<file path="config.mk">
export PLATFORM = sky130hd
export DESIGN_NAME = lcd_line_mode_sequencer_core
export DESIGN_NICKNAME = d
export VERILOG_FILES = /design/src/lcdseq_pkg.sv /design/src/lcdseq_cfg.sv /design/src/lcdseq_step.sv /design/src/lcd_line_mode_sequencer_core.sv
export VERILOG_INCLUDE_DIRS = /design/src /design/src/src
export SDC_FILE = /design/constraint.sdc
export NUM_CORES = 1
export LEC_CHECK = 0
export BUFFER_PORTS_ARGS = -buffer_cell sky130_fd_sc_hd__buf_2
export CAP_MARGIN = 20
export CORE_MARGIN = 2
export CORE_UTILIZATION = 40
export CTS_CLUSTER_SIZE = 8
export DETAILED_ROUTE_END_ITERATION = 16
export GPL_TIMING_DRIVEN = 0
export PLACE_DENSITY = 0.7
export SYNTH_ARGS = -nofsm -noshare
export SYNTH_HDL_FRONTEND = slang
export SYNTH_SLANG_ARGS = --single-unit
</file>
<file path="constraint.sdc">
create_clock -name clk -period 4.99 [get_ports clk]
set_input_delay 0.499 -clock clk [delete_from_list [all_inputs] [get_ports clk]]
set_output_delay 0.499 -clock clk [all_outputs]
set_load 0.005 [all_outputs]
</file>
<file path="src/lcd_line_mode_sequencer_core_defines.svh">
// assertion macros used by the sequencer core
`ifndef LCD_LINE_MODE_SEQUENCER_CORE_DEFINES_SVH
`define LCD_LINE_MODE_SEQUENCER_CORE_DEFINES_SVH

// same-cycle implication, checked outside reset
`define LCDSEQ_ASSERT_IMP(lbl, ante, cons) \
    lbl: assert property (@(posedge clk) disable iff (!rst_n) (ante) |-> (cons)) \
        else $error("lcdseq check failed");

// next-cycle implication, checked outside reset
`define LCDSEQ_ASSERT_NXT(lbl, ante, cons) \
    lbl: assert property (@(posedge clk) disable iff (!rst_n) (ante) |=> (cons)) \
        else $error("lcdseq check failed");

`endif

</file>
<file path="src/lcdseq_pkg.sv">
package lcdseq_pkg;

    localparam int LINE_W   = 8;
    localparam int CYCLE_W  = 9;
    localparam int ENA_W    = 4;
    localparam int CFG_IDX_W = 2;
    localparam int CFG_DATA_W = 8;

    localparam int VISIBLE_LINES_DEF   = 144;
    localparam int TOTAL_LINES_DEF     = 154;
    localparam int SEARCH_CYCLES_DEF   = 80;
    localparam int TRANSFER_CYCLES_DEF = 172;
    localparam int HBLANK_CYCLES_DEF   = 204;
    localparam int VBLANK_CYCLES_DEF   = 456;

    localparam logic [LINE_W-1:0] LINE_RESET = 8'hFF;

    typedef enum logic [1:0] {
        MODE_HBLANK   = 2'd0,
        MODE_VBLANK   = 2'd1,
        MODE_SEARCH   = 2'd2,
        MODE_TRANSFER = 2'd3
    } mode_t;

    typedef enum logic [CFG_IDX_W-1:0] {
        CFG_LINE_COMPARE = 2'd0,
        CFG_STAT_ENABLES = 2'd1
    } cfg_idx_t;

    // enable bit positions within stat_int_enables
    localparam int ENA_HBLANK = 0;
    localparam int ENA_VBLANK = 1;
    localparam int ENA_SEARCH = 2;
    localparam int ENA_COIN   = 3;

    typedef struct packed {
        logic [LINE_W-1:0] line_compare;
        logic [ENA_W-1:0]  stat_int_enables;
    } cfg_t;

    typedef struct packed {
        logic [LINE_W-1:0] line;
        mode_t             mode;
        logic              coin;
    } seq_state_t;

    typedef struct packed {
        logic [LINE_W-1:0]  line_out;
        mode_t              mode_out;
        logic               coincidence;
        logic               stat_irq;
        logic               vblank_irq;
        logic [CYCLE_W-1:0] cycles_added;
        logic               search_start;
        logic               transfer_start;
    } result_t;

endpackage

</file>
<file path="src/lcdseq_cfg.sv">
module lcdseq_cfg
    import lcdseq_pkg::*;
(
    input  logic                  clk,
    input  logic                  rst_n,
    input  logic                  cfg_valid,
    output logic                  cfg_ready,
    input  logic [CFG_IDX_W-1:0]  cfg_index,
    input  logic [CFG_DATA_W-1:0] cfg_data,
    output cfg_t                  cfg
);

    cfg_t cfg_reg;
    cfg_t cfg_next;

    assign cfg_ready = 1'b1;
    assign cfg      = cfg_reg;

    always_comb
    begin
        cfg_next = cfg_reg;
        if (cfg_valid)
        begin
            unique case (cfg_idx_t'(cfg_index))
                CFG_LINE_COMPARE: cfg_next.line_compare = cfg_data;
                CFG_STAT_ENABLES: cfg_next.stat_int_enables = cfg_data[ENA_W-1:0];
                default:          cfg_next = cfg_reg;   // unmapped index, ignored
            endcase
        end
    end

    always_ff @(posedge clk or negedge rst_n)
    begin
        if (!rst_n)
            cfg_reg <= '0;
        else
            cfg_reg <= cfg_next;
    end

endmodule

</file>
<file path="src/lcdseq_step.sv">
module lcdseq_step
    import lcdseq_pkg::*;
#(
    parameter int VISIBLE_LINES   = VISIBLE_LINES_DEF,
    parameter int TOTAL_LINES     = TOTAL_LINES_DEF,
    parameter int SEARCH_CYCLES   = SEARCH_CYCLES_DEF,
    parameter int TRANSFER_CYCLES = TRANSFER_CYCLES_DEF,
    parameter int HBLANK_CYCLES   = HBLANK_CYCLES_DEF,
    parameter int VBLANK_CYCLES   = VBLANK_CYCLES_DEF
)
(
    input  logic [LINE_W-1:0] line_seen,
    input  seq_state_t        cur,
    input  cfg_t              cfg,
    output seq_state_t        nxt,
    output result_t           res
);

    localparam logic [LINE_W-1:0]  VIS_L  = LINE_W'(VISIBLE_LINES);
    localparam logic [LINE_W-1:0]  TOT_L  = LINE_W'(TOTAL_LINES);
    localparam logic [CYCLE_W-1:0] SRC_C  = CYCLE_W'(SEARCH_CYCLES);
    localparam logic [CYCLE_W-1:0] XFR_C  = CYCLE_W'(TRANSFER_CYCLES);
    localparam logic [CYCLE_W-1:0] HBL_C  = CYCLE_W'(HBLANK_CYCLES);
    localparam logic [CYCLE_W-1:0] VBL_C  = CYCLE_W'(VBLANK_CYCLES);

    logic              restart;
    logic              blank_path;
    logic [LINE_W-1:0] line_inc;
    logic [LINE_W-1:0] line;
    mode_t             path_mode;
    mode_t             mode;
    logic              coin;

    always_comb
    begin
        restart  = (line_seen != cur.line) || (line_seen >= TOT_L) || (cur.line >= TOT_L);
        line_inc = line_seen + 1'b1;   // line_seen below total here, no wrap past 8 bits

        if (restart)
        begin
            line      = '0;
            path_mode = MODE_HBLANK;
        end
        else
        begin
            path_mode = cur.mode;
            if (cur.mode == MODE_HBLANK || cur.mode == MODE_VBLANK)
                line = (line_inc >= TOT_L) ? '0 : line_inc;
            else
                line = line_seen;
        end

        blank_path = (path_mode == MODE_HBLANK) || (path_mode == MODE_VBLANK);

        res = '0;
        if (line < VIS_L)
        begin
            if (blank_path)
            begin
                mode             = MODE_SEARCH;
                res.search_start = 1'b1;
                res.cycles_added = SRC_C;
            end
            else if (path_mode == MODE_SEARCH)
            begin
                mode               = MODE_TRANSFER;
                res.transfer_start = 1'b1;
                res.cycles_added   = XFR_C;
            end
            else
            begin
                mode             = MODE_HBLANK;
                res.cycles_added = HBL_C;
            end
        end
        else
        begin
            mode             = MODE_VBLANK;
            res.vblank_irq   = (line == VIS_L);
            res.cycles_added = VBL_C;
        end

        coin = (line == cfg.line_compare);

        // each enabled condition fires on its own rising edge
        res.stat_irq = (cfg.stat_int_enables[ENA_COIN] && coin && !cur.coin)
            || (cfg.stat_int_enables[ENA_SEARCH] && mode == MODE_SEARCH
                && cur.mode != MODE_SEARCH)
            || (cfg.stat_int_enables[ENA_VBLANK] && mode == MODE_VBLANK
                && cur.mode != MODE_VBLANK)
            || (cfg.stat_int_enables[ENA_HBLANK] && mode == MODE_HBLANK
                && cur.mode != MODE_HBLANK);

        res.line_out    = line;
        res.mode_out    = mode;
        res.coincidence = coin;

        nxt.line = line;
        nxt.mode = mode;
        nxt.coin = coin;
    end

endmodule

</file>
<file path="src/lcd_line_mode_sequencer_core.sv">
// lcd line and mode sequencer
// in channel: one transaction per sequencer step, carrying line_seen, the value
//   now held in the line register (it may have been overwritten from outside)
// out channel: one transaction per step with line, mode, coincidence flag,
//   status and vertical-blank interrupt requests, clock cost and start pulses
// cfg channel: writes line_compare (index 0) or stat_int_enables (index 1);
//   cfg_ready is always high, other indexes are dropped; write only while idle
// latency: a step accepted at edge n is presented on the out channel after
//   edge n+1 (input register, then result register)
// throughput: one step per cycle, set by the single step of next-state logic
//   between the input register and the result register
// stalls: while out_ready is low the result register holds; the input register
//   still takes one more transaction, after which in_ready drops
// reset: config registers clear, line state goes to 255 so the first step
//   restarts at line 0 in sprite search, mode clears to hblank
`include "lcd_line_mode_sequencer_core_defines.svh"

module lcd_line_mode_sequencer_core
    import lcdseq_pkg::*;
#(
    parameter int VISIBLE_LINES   = VISIBLE_LINES_DEF,
    parameter int TOTAL_LINES     = TOTAL_LINES_DEF,
    parameter int SEARCH_CYCLES   = SEARCH_CYCLES_DEF,
    parameter int TRANSFER_CYCLES = TRANSFER_CYCLES_DEF,
    parameter int HBLANK_CYCLES   = HBLANK_CYCLES_DEF,
    parameter int VBLANK_CYCLES   = VBLANK_CYCLES_DEF
)
(
    input  logic                  clk,
    input  logic                  rst_n,

    input  logic                  cfg_valid,
    output logic                  cfg_ready,
    input  logic [CFG_IDX_W-1:0]  cfg_index,
    input  logic [CFG_DATA_W-1:0] cfg_data,

    input  logic                  in_valid,
    output logic                  in_ready,
    input  logic [LINE_W-1:0]     line_seen,

    output logic                  out_valid,
    input  logic                  out_ready,
    output logic [LINE_W-1:0]     line_out,
    output logic [1:0]            mode_out,
    output logic                  coincidence,
    output logic                  stat_irq,
    output logic                  vblank_irq,
    output logic [CYCLE_W-1:0]    cycles_added,
    output logic                  search_start,
    output logic                  transfer_start
);

    cfg_t              cfg;

    // input register
    logic              in_valid_reg;
    logic              in_valid_next;
    logic [LINE_W-1:0] line_seen_reg;

    // sequencer state, updated when a step moves into the result register
    seq_state_t        state_reg;
    seq_state_t        state_next;

    // result register
    logic              out_valid_reg;
    logic              out_valid_next;
    result_t           res_reg;
    result_t           res_next;

    logic              out_load;
    logic              step_go;

    lcdseq_cfg u_cfg (
        .clk       (clk),
        .rst_n     (rst_n),
        .cfg_valid (cfg_valid),
        .cfg_ready (cfg_ready),
        .cfg_index (cfg_index),
        .cfg_data  (cfg_data),
        .cfg       (cfg)
    );

    lcdseq_step #(
        .VISIBLE_LINES   (VISIBLE_LINES),
        .TOTAL_LINES     (TOTAL_LINES),
        .SEARCH_CYCLES   (SEARCH_CYCLES),
        .TRANSFER_CYCLES (TRANSFER_CYCLES),
        .HBLANK_CYCLES   (HBLANK_CYCLES),
        .VBLANK_CYCLES   (VBLANK_CYCLES)
    ) u_step (
        .line_seen (line_seen_reg),
        .cur       (state_reg),
        .cfg       (cfg),
        .nxt       (state_next),
        .res       (res_next)
    );

    // result register free when empty or being drained this cycle
    assign out_load = !out_valid_reg || out_ready;
    // a held step advances into the result register
    assign step_go  = in_valid_reg && out_load;
    assign in_ready = !in_valid_reg || out_load;

    always_comb
    begin
        in_valid_next = in_valid_reg;
        if (in_ready)
            in_valid_next = in_valid;

        out_valid_next = out_valid_reg;
        if (out_load)
            out_valid_next = in_valid_reg;
    end

    always_ff @(posedge clk or negedge rst_n)
    begin
        if (!rst_n)
        begin
            in_valid_reg  <= 1'b0;
            out_valid_reg <= 1'b0;
            state_reg     <= '{line: LINE_RESET, mode: MODE_HBLANK, coin: 1'b0};
        end
        else
        begin
            in_valid_reg  <= in_valid_next;
            out_valid_reg <= out_valid_next;
            if (step_go)
                state_reg <= state_next;
        end
    end

    // payload registers, no reset needed
    always_ff @(posedge clk)
    begin
        if (in_valid && in_ready)
            line_seen_reg <= line_seen;
        if (step_go)
            res_reg <= res_next;
    end

    assign out_valid      = out_valid_reg;
    assign line_out       = res_reg.line_out;
    assign mode_out       = res_reg.mode_out;
    assign coincidence    = res_reg.coincidence;
    assign stat_irq       = res_reg.stat_irq;
    assign vblank_irq     = res_reg.vblank_irq;
    assign cycles_added   = res_reg.cycles_added;
    assign search_start   = res_reg.search_start;
    assign transfer_start = res_reg.transfer_start;

    // state and presented result must agree after every step
    `LCDSEQ_ASSERT_NXT(a_state_matches_out, step_go,
        state_reg.line == res_reg.line_out && state_reg.mode == res_reg.mode_out)
    // a search pulse only accompanies sprite search
    `LCDSEQ_ASSERT_IMP(a_search_mode, out_valid_reg && res_reg.search_start,
        res_reg.mode_out == MODE_SEARCH && !res_reg.transfer_start)
    // vertical-blank interrupt only on the first blank line
    `LCDSEQ_ASSERT_IMP(a_vblank_line, out_valid_reg && res_reg.vblank_irq,
        res_reg.line_out == LINE_W'(VISIBLE_LINES) && res_reg.mode_out == MODE_VBLANK)
    // presented line always inside the frame
    `LCDSEQ_ASSERT_IMP(a_line_range, out_valid_reg,
        res_reg.line_out < LINE_W'(TOTAL_LINES))

endmodule

</file>
# Word-level counts from Yosys, hierarchy flattened
# Cells that the tools add are included.
[totals]
ff_bits = 57
latch_bits = 0
ram_bits = 0
mem_bits_ro = 0
output_inout_bits = 27
elab_cells = 75
n_memories = 0
[classes]
n_addsub = 1
n_mul = 0
div_mod_pow = 0
magnitude_cmp = 4
eq_ne = 11
n_shift = 0
mux = 11
bitwise = 1
reduce_logical = 30
[op_table]
columns = ["cell", "n"]
rows = [
  ["$ge A8 B8 Y1 const B", 3],
  ["$mux W8", 3],
  ["$logic_and A1 B1 Y1", 10],
  ["$logic_or A1 B1 Y1", 9],
  ["$mux W9", 1],
  ["$add A8 B1 Y8 const B", 1],
  ["$eq A2 B1 Y1 const B", 4],
  ["$eq A8 B8 Y1", 1],
  ["$eq A8 B8 Y1 const B", 1],
  ["$logic_not A2 Y1", 4],
  ["$lt A8 B8 Y1 const B", 1],
  ["$mux W2", 4],
  ["$ne A8 B8 Y1", 1],
  ["$mux W7", 1],
  ["$eq A2 B2 Y1 const B", 2],
  ["$reduce_and A2 Y1", 2],
  ["$logic_not A1 Y1", 3],
  ["$mux W1", 2],
  ["$ne A2 B1 Y1 const B", 1],
  ["$ne A2 B2 Y1 const B", 1],
  ["$reduce_bool A2 Y1", 1],
  ["$reduce_or A2 Y1", 1],
  ["$not A1 Y1", 1],
]

# Depth between registers and ports, before layout
[logic_depth]
depth_word = 14
mapped_depth = 12
ltp_nobuf = 10

# By module
# Synthesis repeated with hierarchy kept, for this count alone.
[unflattened]
cells_unflattened = 262
area_unflattened_um2 = 3111.7
[modules_own_cells]
columns = ["module", "instances", "cells_each", "area_per_inst_um2", "seq_area_each_um2"]
rows = [
  ["lcd_line_mode_sequencer_core", 1, 64, 1521.5, 1296.2],
  ["lcdseq_step", 1, 170, 1117.3, 0.0],
  ["lcdseq_cfg", 1, 28, 473.0, 300.3],
]

# Worst setup path after synthesis
# Ideal clock, no wire load.
[synth_path]
path_kind = "flip-flop to flip-flop"
start = "reg line_seen_reg[0]"
end = "reg res_reg (netlist bit stat_irq) (data pin)"
arrival_time_ps = 2482
required_time_ps = 4734
setup_slack_ps = 2252
path_stages_with_launch = 13
period_less_slack_ps = 2738
cell_sequence = "edfxtp_1 -> buf_2 -> inv_1 -> ha_1 -> nor3_1 -> nor2_1 -> or4_4 -> buf_4 -> buf_2 -> a22o_1 -> a22oi_1 -> mux2i_1 -> a41o_1"
[synth_lines]
columns = ["element", "line_no", "source"]
rows = [
  ["from (decl)", "lcd_line_mode_sequencer_core.sv:58", "logic [LINE_W-1:0] line_seen_reg;"],
  ["from (signal assigned)", "lcd_line_mode_sequencer_core.sv:136", "line_seen_reg <= line_seen;"],
  ["to (signal assigned)", "lcd_line_mode_sequencer_core.sv:138", "res_reg <= res_next;"],
  ["to (decl)", "lcd_line_mode_sequencer_core.sv:67", "result_t res_reg;"],
]

==> key figures <==
Yosys
  • Number of synthesized register bits: 52
  • Post-synth EDFFs: 27
  • Top post-synthesis cells by area: edfxtp_1, dfrtp_1, dfstp_2, mux2_2, nand2_1
  • Post-Syn Area: 2870 µm²
  • Main synth FF type: edfxtp_1
  • Cells after synthesis: 262
  • Sequential-to-total area share from yosys stat: 50.4%
  • Synth cell types: 61
  • Synth area leader: edfxtp_1
  • Ys Warns: 0
  • Synth top area share: 28.2%
  • Count leader, synth: edfxtp_1
  • Mean Syn Cell Area: 11.0 µm²
  • Top cells by count, synth: edfxtp_1, nand2_1, dfrtp_1, mux2_2, inv_1
  • Asr flop ratio synth: 48.1%

Worst setup path
  • Worst-path cell chain: ha_1 -> and2b_1 -> a211oi_1 -> a32oi_2 -> nand3_1 -> buf_2 -> nand3b_1 -> a31oi_2 -> xnor2_1 -> a41o_1
  • CP top delay family: compound AO/OA/AOI/OAI gates
  • Startpoint types: flip-flop
  • WS Path Type: reg -> reg
  • CP max stage delay: 0.58 ns
  • Crit end category: flip-flop
  • Max FO, Critical Path: 10
  • WP data required: 5.07 ns
  • WP buf/inv: 1
  • Flop-to-flop setup slack: 1.69 ns
  • Arr. time, crit path: 3.38 ns
  • Slowest CP cell: edfxtp_1

Job
  • Maxcap violations: 0

STA
  • Period utilisation layout: 66.2%
  • Final setup violation count: 0
  • Max Clock Skew: 0.00824 ns
  • FMAX: 0.303 GHz
  • Final Slew Violations: 0
  • Final Hold Viols: 0
  • Tmin final: 3.30 ns
  • Final TNS setup: 0 ns
  • Unrepaired setup endpoints after global routing: no
  • Worst Tran Pin Value: 0.590 ns
  • Slew HR: 60.7%

Drt
  • Vias/cell: 5.38
  • Final Routed Wirelength: 6230 µm
  • Detailed-route via count: 2229
  • Routed len/inst: 15.1 µm
  • First-iteration detailed-routing DRC count: 239
  • Residual DRC: 0
  • ANT nets after route: 0
  • Drt pass-1 iters: 4

CTS
  • TritonCTS buffer count: 5
  • Clk sink count: 52
  • Number of buffers added for setup after CTS: 0
  • Clk_lat worst skew: 0.31 ns
  • Clock-pin slew on the worst setup and hold paths: 0.09 ns
  • Post-CTS Resized: 0
  • CTS tree: done
  • Clock Path Buffers: 2
  • CTS root buf: clkbuf_8
  • Post-CTS Hold Buffers: 0
  • H-tree depth: 2

Place
  • Final HPWL DP: 4480 µm
  • GP Congestion: 0.907
  • Number of port buffers: 46

Pwr
  • Switching portion of total power: 26.9%
  • Reg power frac: 56.6%
  • Comb pwr share: 15.2%
  • PwrDens: 273 nW/µm²
  • Clk network pwr share: 28.2%
  • Switching Power: 0.000244 W
  • Worst VDD drop: 0.121 mV
  • Pint: 0.000665 W
  • Pleak: 1.38 nW
  • Total Power: 0.000909 W

GRT
  • Initial antenna violation count: 0
  • Largest net degree at the start of global routing: 27
  • Vias in the first global route: 2110
  • Tot GR Track Use: 16.5%
  • First-pass GRT wire length: 10100 µm
  • Grt ovf: 0

Die
  • Rows: 30
  • Core area: 6870 µm²
  • Initial Util: 41.8%
  • Io pins: 50
  • Die width: 88.7 µm
  • Die ar.: 7870 µm²
  • Die Ht: 88.7 µm

Layout
  • Max reg flops: 12
  • Layout area overhead: 15.8%
  • Ratio of cells with drive above 1 in the final layout: 33.3%
  • Antenna diodes: 0
  • Nets: 343

Run status
  • Status: finished clean

Min path
  • Worst hold path type: in -> async
-- final timing paths --
| path | startpoint | end | cells after the start |
|---|---|---|---|
| worst max-delay path | line_seen_reg[1]$_DFFE_PP_ | stat_irq$_DFFE_PP_ | 10 |
| worst min-delay path | rst_n | out_valid$_DFFE_PN0P_ | 1 |
| worst max register to register | line_seen_reg[1]$_DFFE_PP_ | stat_irq$_DFFE_PP_ | 10 |
| worst min register to register | state_reg[8]$_DFFE_PN1P_ | state_reg[8]$_DFFE_PN1P_ | 2 |
| max in group asynchronous | rst_n | u_cfg.cfg[11]$_DFFE_PN0P_ | 1 |
| min in group clk | line_seen[0] | line_seen_reg[0]$_DFFE_PP_ | 1 |
-- power by group through the flow --
| stage | Combinational [W] | Clock, W | Sequential, W |
|---|---|---|---|
| after detailed placement | 0.000138 | 0 | 0.000523 |
| after floorplan | 0.0000943 | 0 | 0.000516 |
| after CTS | 0.000138 | 0.000259 | 0.000514 |
| final | 0.000138 | 0.000256 | 0.000515 |
| after global routing | 0.000154 | 0.000283 | 0.000518 |
| after global placement | 0.000134 | 0 | 0.000522 |
-- kinds of logic (layout without fill, tap and decap cells) --
kind of cell | Yosys count | count (layout) | synth area share [%]
compound gates | 53 | 53 | 13.6
xor+xnor | 12 | 12 | 3.66
fa+ha+maj | 3 | 3 | 1.31
buf+inv | 33 | 88 | 6.23
flops | 52 | 52 | 50.4
mux | 19 | 19 | 7.36
other cells | 2 | 3 | 0.262
simple gates | 88 | 88 | 17.2
-- final cells by class --
type | count | area, µm²
sequential | 52 | 1450
multi-input combinational | 178 | 1250
buffer | 20 | 130
inverter | 13 | 48.8
fill | 681 | 3540
tap | 96 | 120
clock inverter | 1 | 8.76
timing repair buffer | 47 | 235
clock buffer | 7 | 86.3
-- per-layer routing --
metal  track usage [%]  wire length, µm  part of all wire [%]
met1              22.9             2810                    45
met2              26.4             2940                    47
met3              3.26              390                   6.3
met4              4.68               94                   1.5
met5                 0                0                     0
-- stage by stage --
| step | setup WS [ns] | cell area (µm²) | utilization, % | std cells | hold slack, ns |
|---|---|---|---|---|---|
| after floorplan | 2.25 | 2880 | - | 263 | 0.203 |
| after global placement | 1.78 | 3230 | 47.0 | 405 | 0.470 |
| after detailed placement | 1.75 | 3230 | 47.0 | 406 | 0.478 |
| after CTS | 1.74 | 3330 | 48.4 | 414 | 0.201 |
| after global routing | 1.59 | 3330 | 48.4 | 414 | 0.209 |
| final | 1.69 | 3330 | 48.4 | 414 | 0.181 |
-- placed cells by master, fill, tap and decap left out, types with 3 or more instances in the layout --
| master | n |
|---|---|
| a31oi_1 | 4 |
| o21ai_0 | 8 |
| a22oi_1 | 3 |
| a221oi_1 | 3 |
| or3_1 | 3 |
| nor4_1 | 4 |
| buf_4 | 9 |
| ha_1 | 3 |
| o31ai_1 | 3 |
| a211oi_1 | 4 |
| edfxtp_1 | 27 |
| nor2b_1 | 5 |
| mux2_2 | 17 |
| nand2b_1 | 3 |
| and2_1 | 3 |
| nor2_1 | 11 |
| clkbuf_8 | 6 |
| a21oi_1 | 7 |
| nand2_1 | 24 |
| xnor2_1 | 10 |
| dfrtp_1 | 17 |
| conb_1 | 3 |
| buf_2 | 52 |
| dfstp_2 | 8 |
| nand3_1 | 9 |
| nor3_1 | 5 |
| clkbuf_1 | 5 |
| inv_1 | 12 |
| nand3b_1 | 6 |
Note: power is estimated with default switching activity, not from simulation.
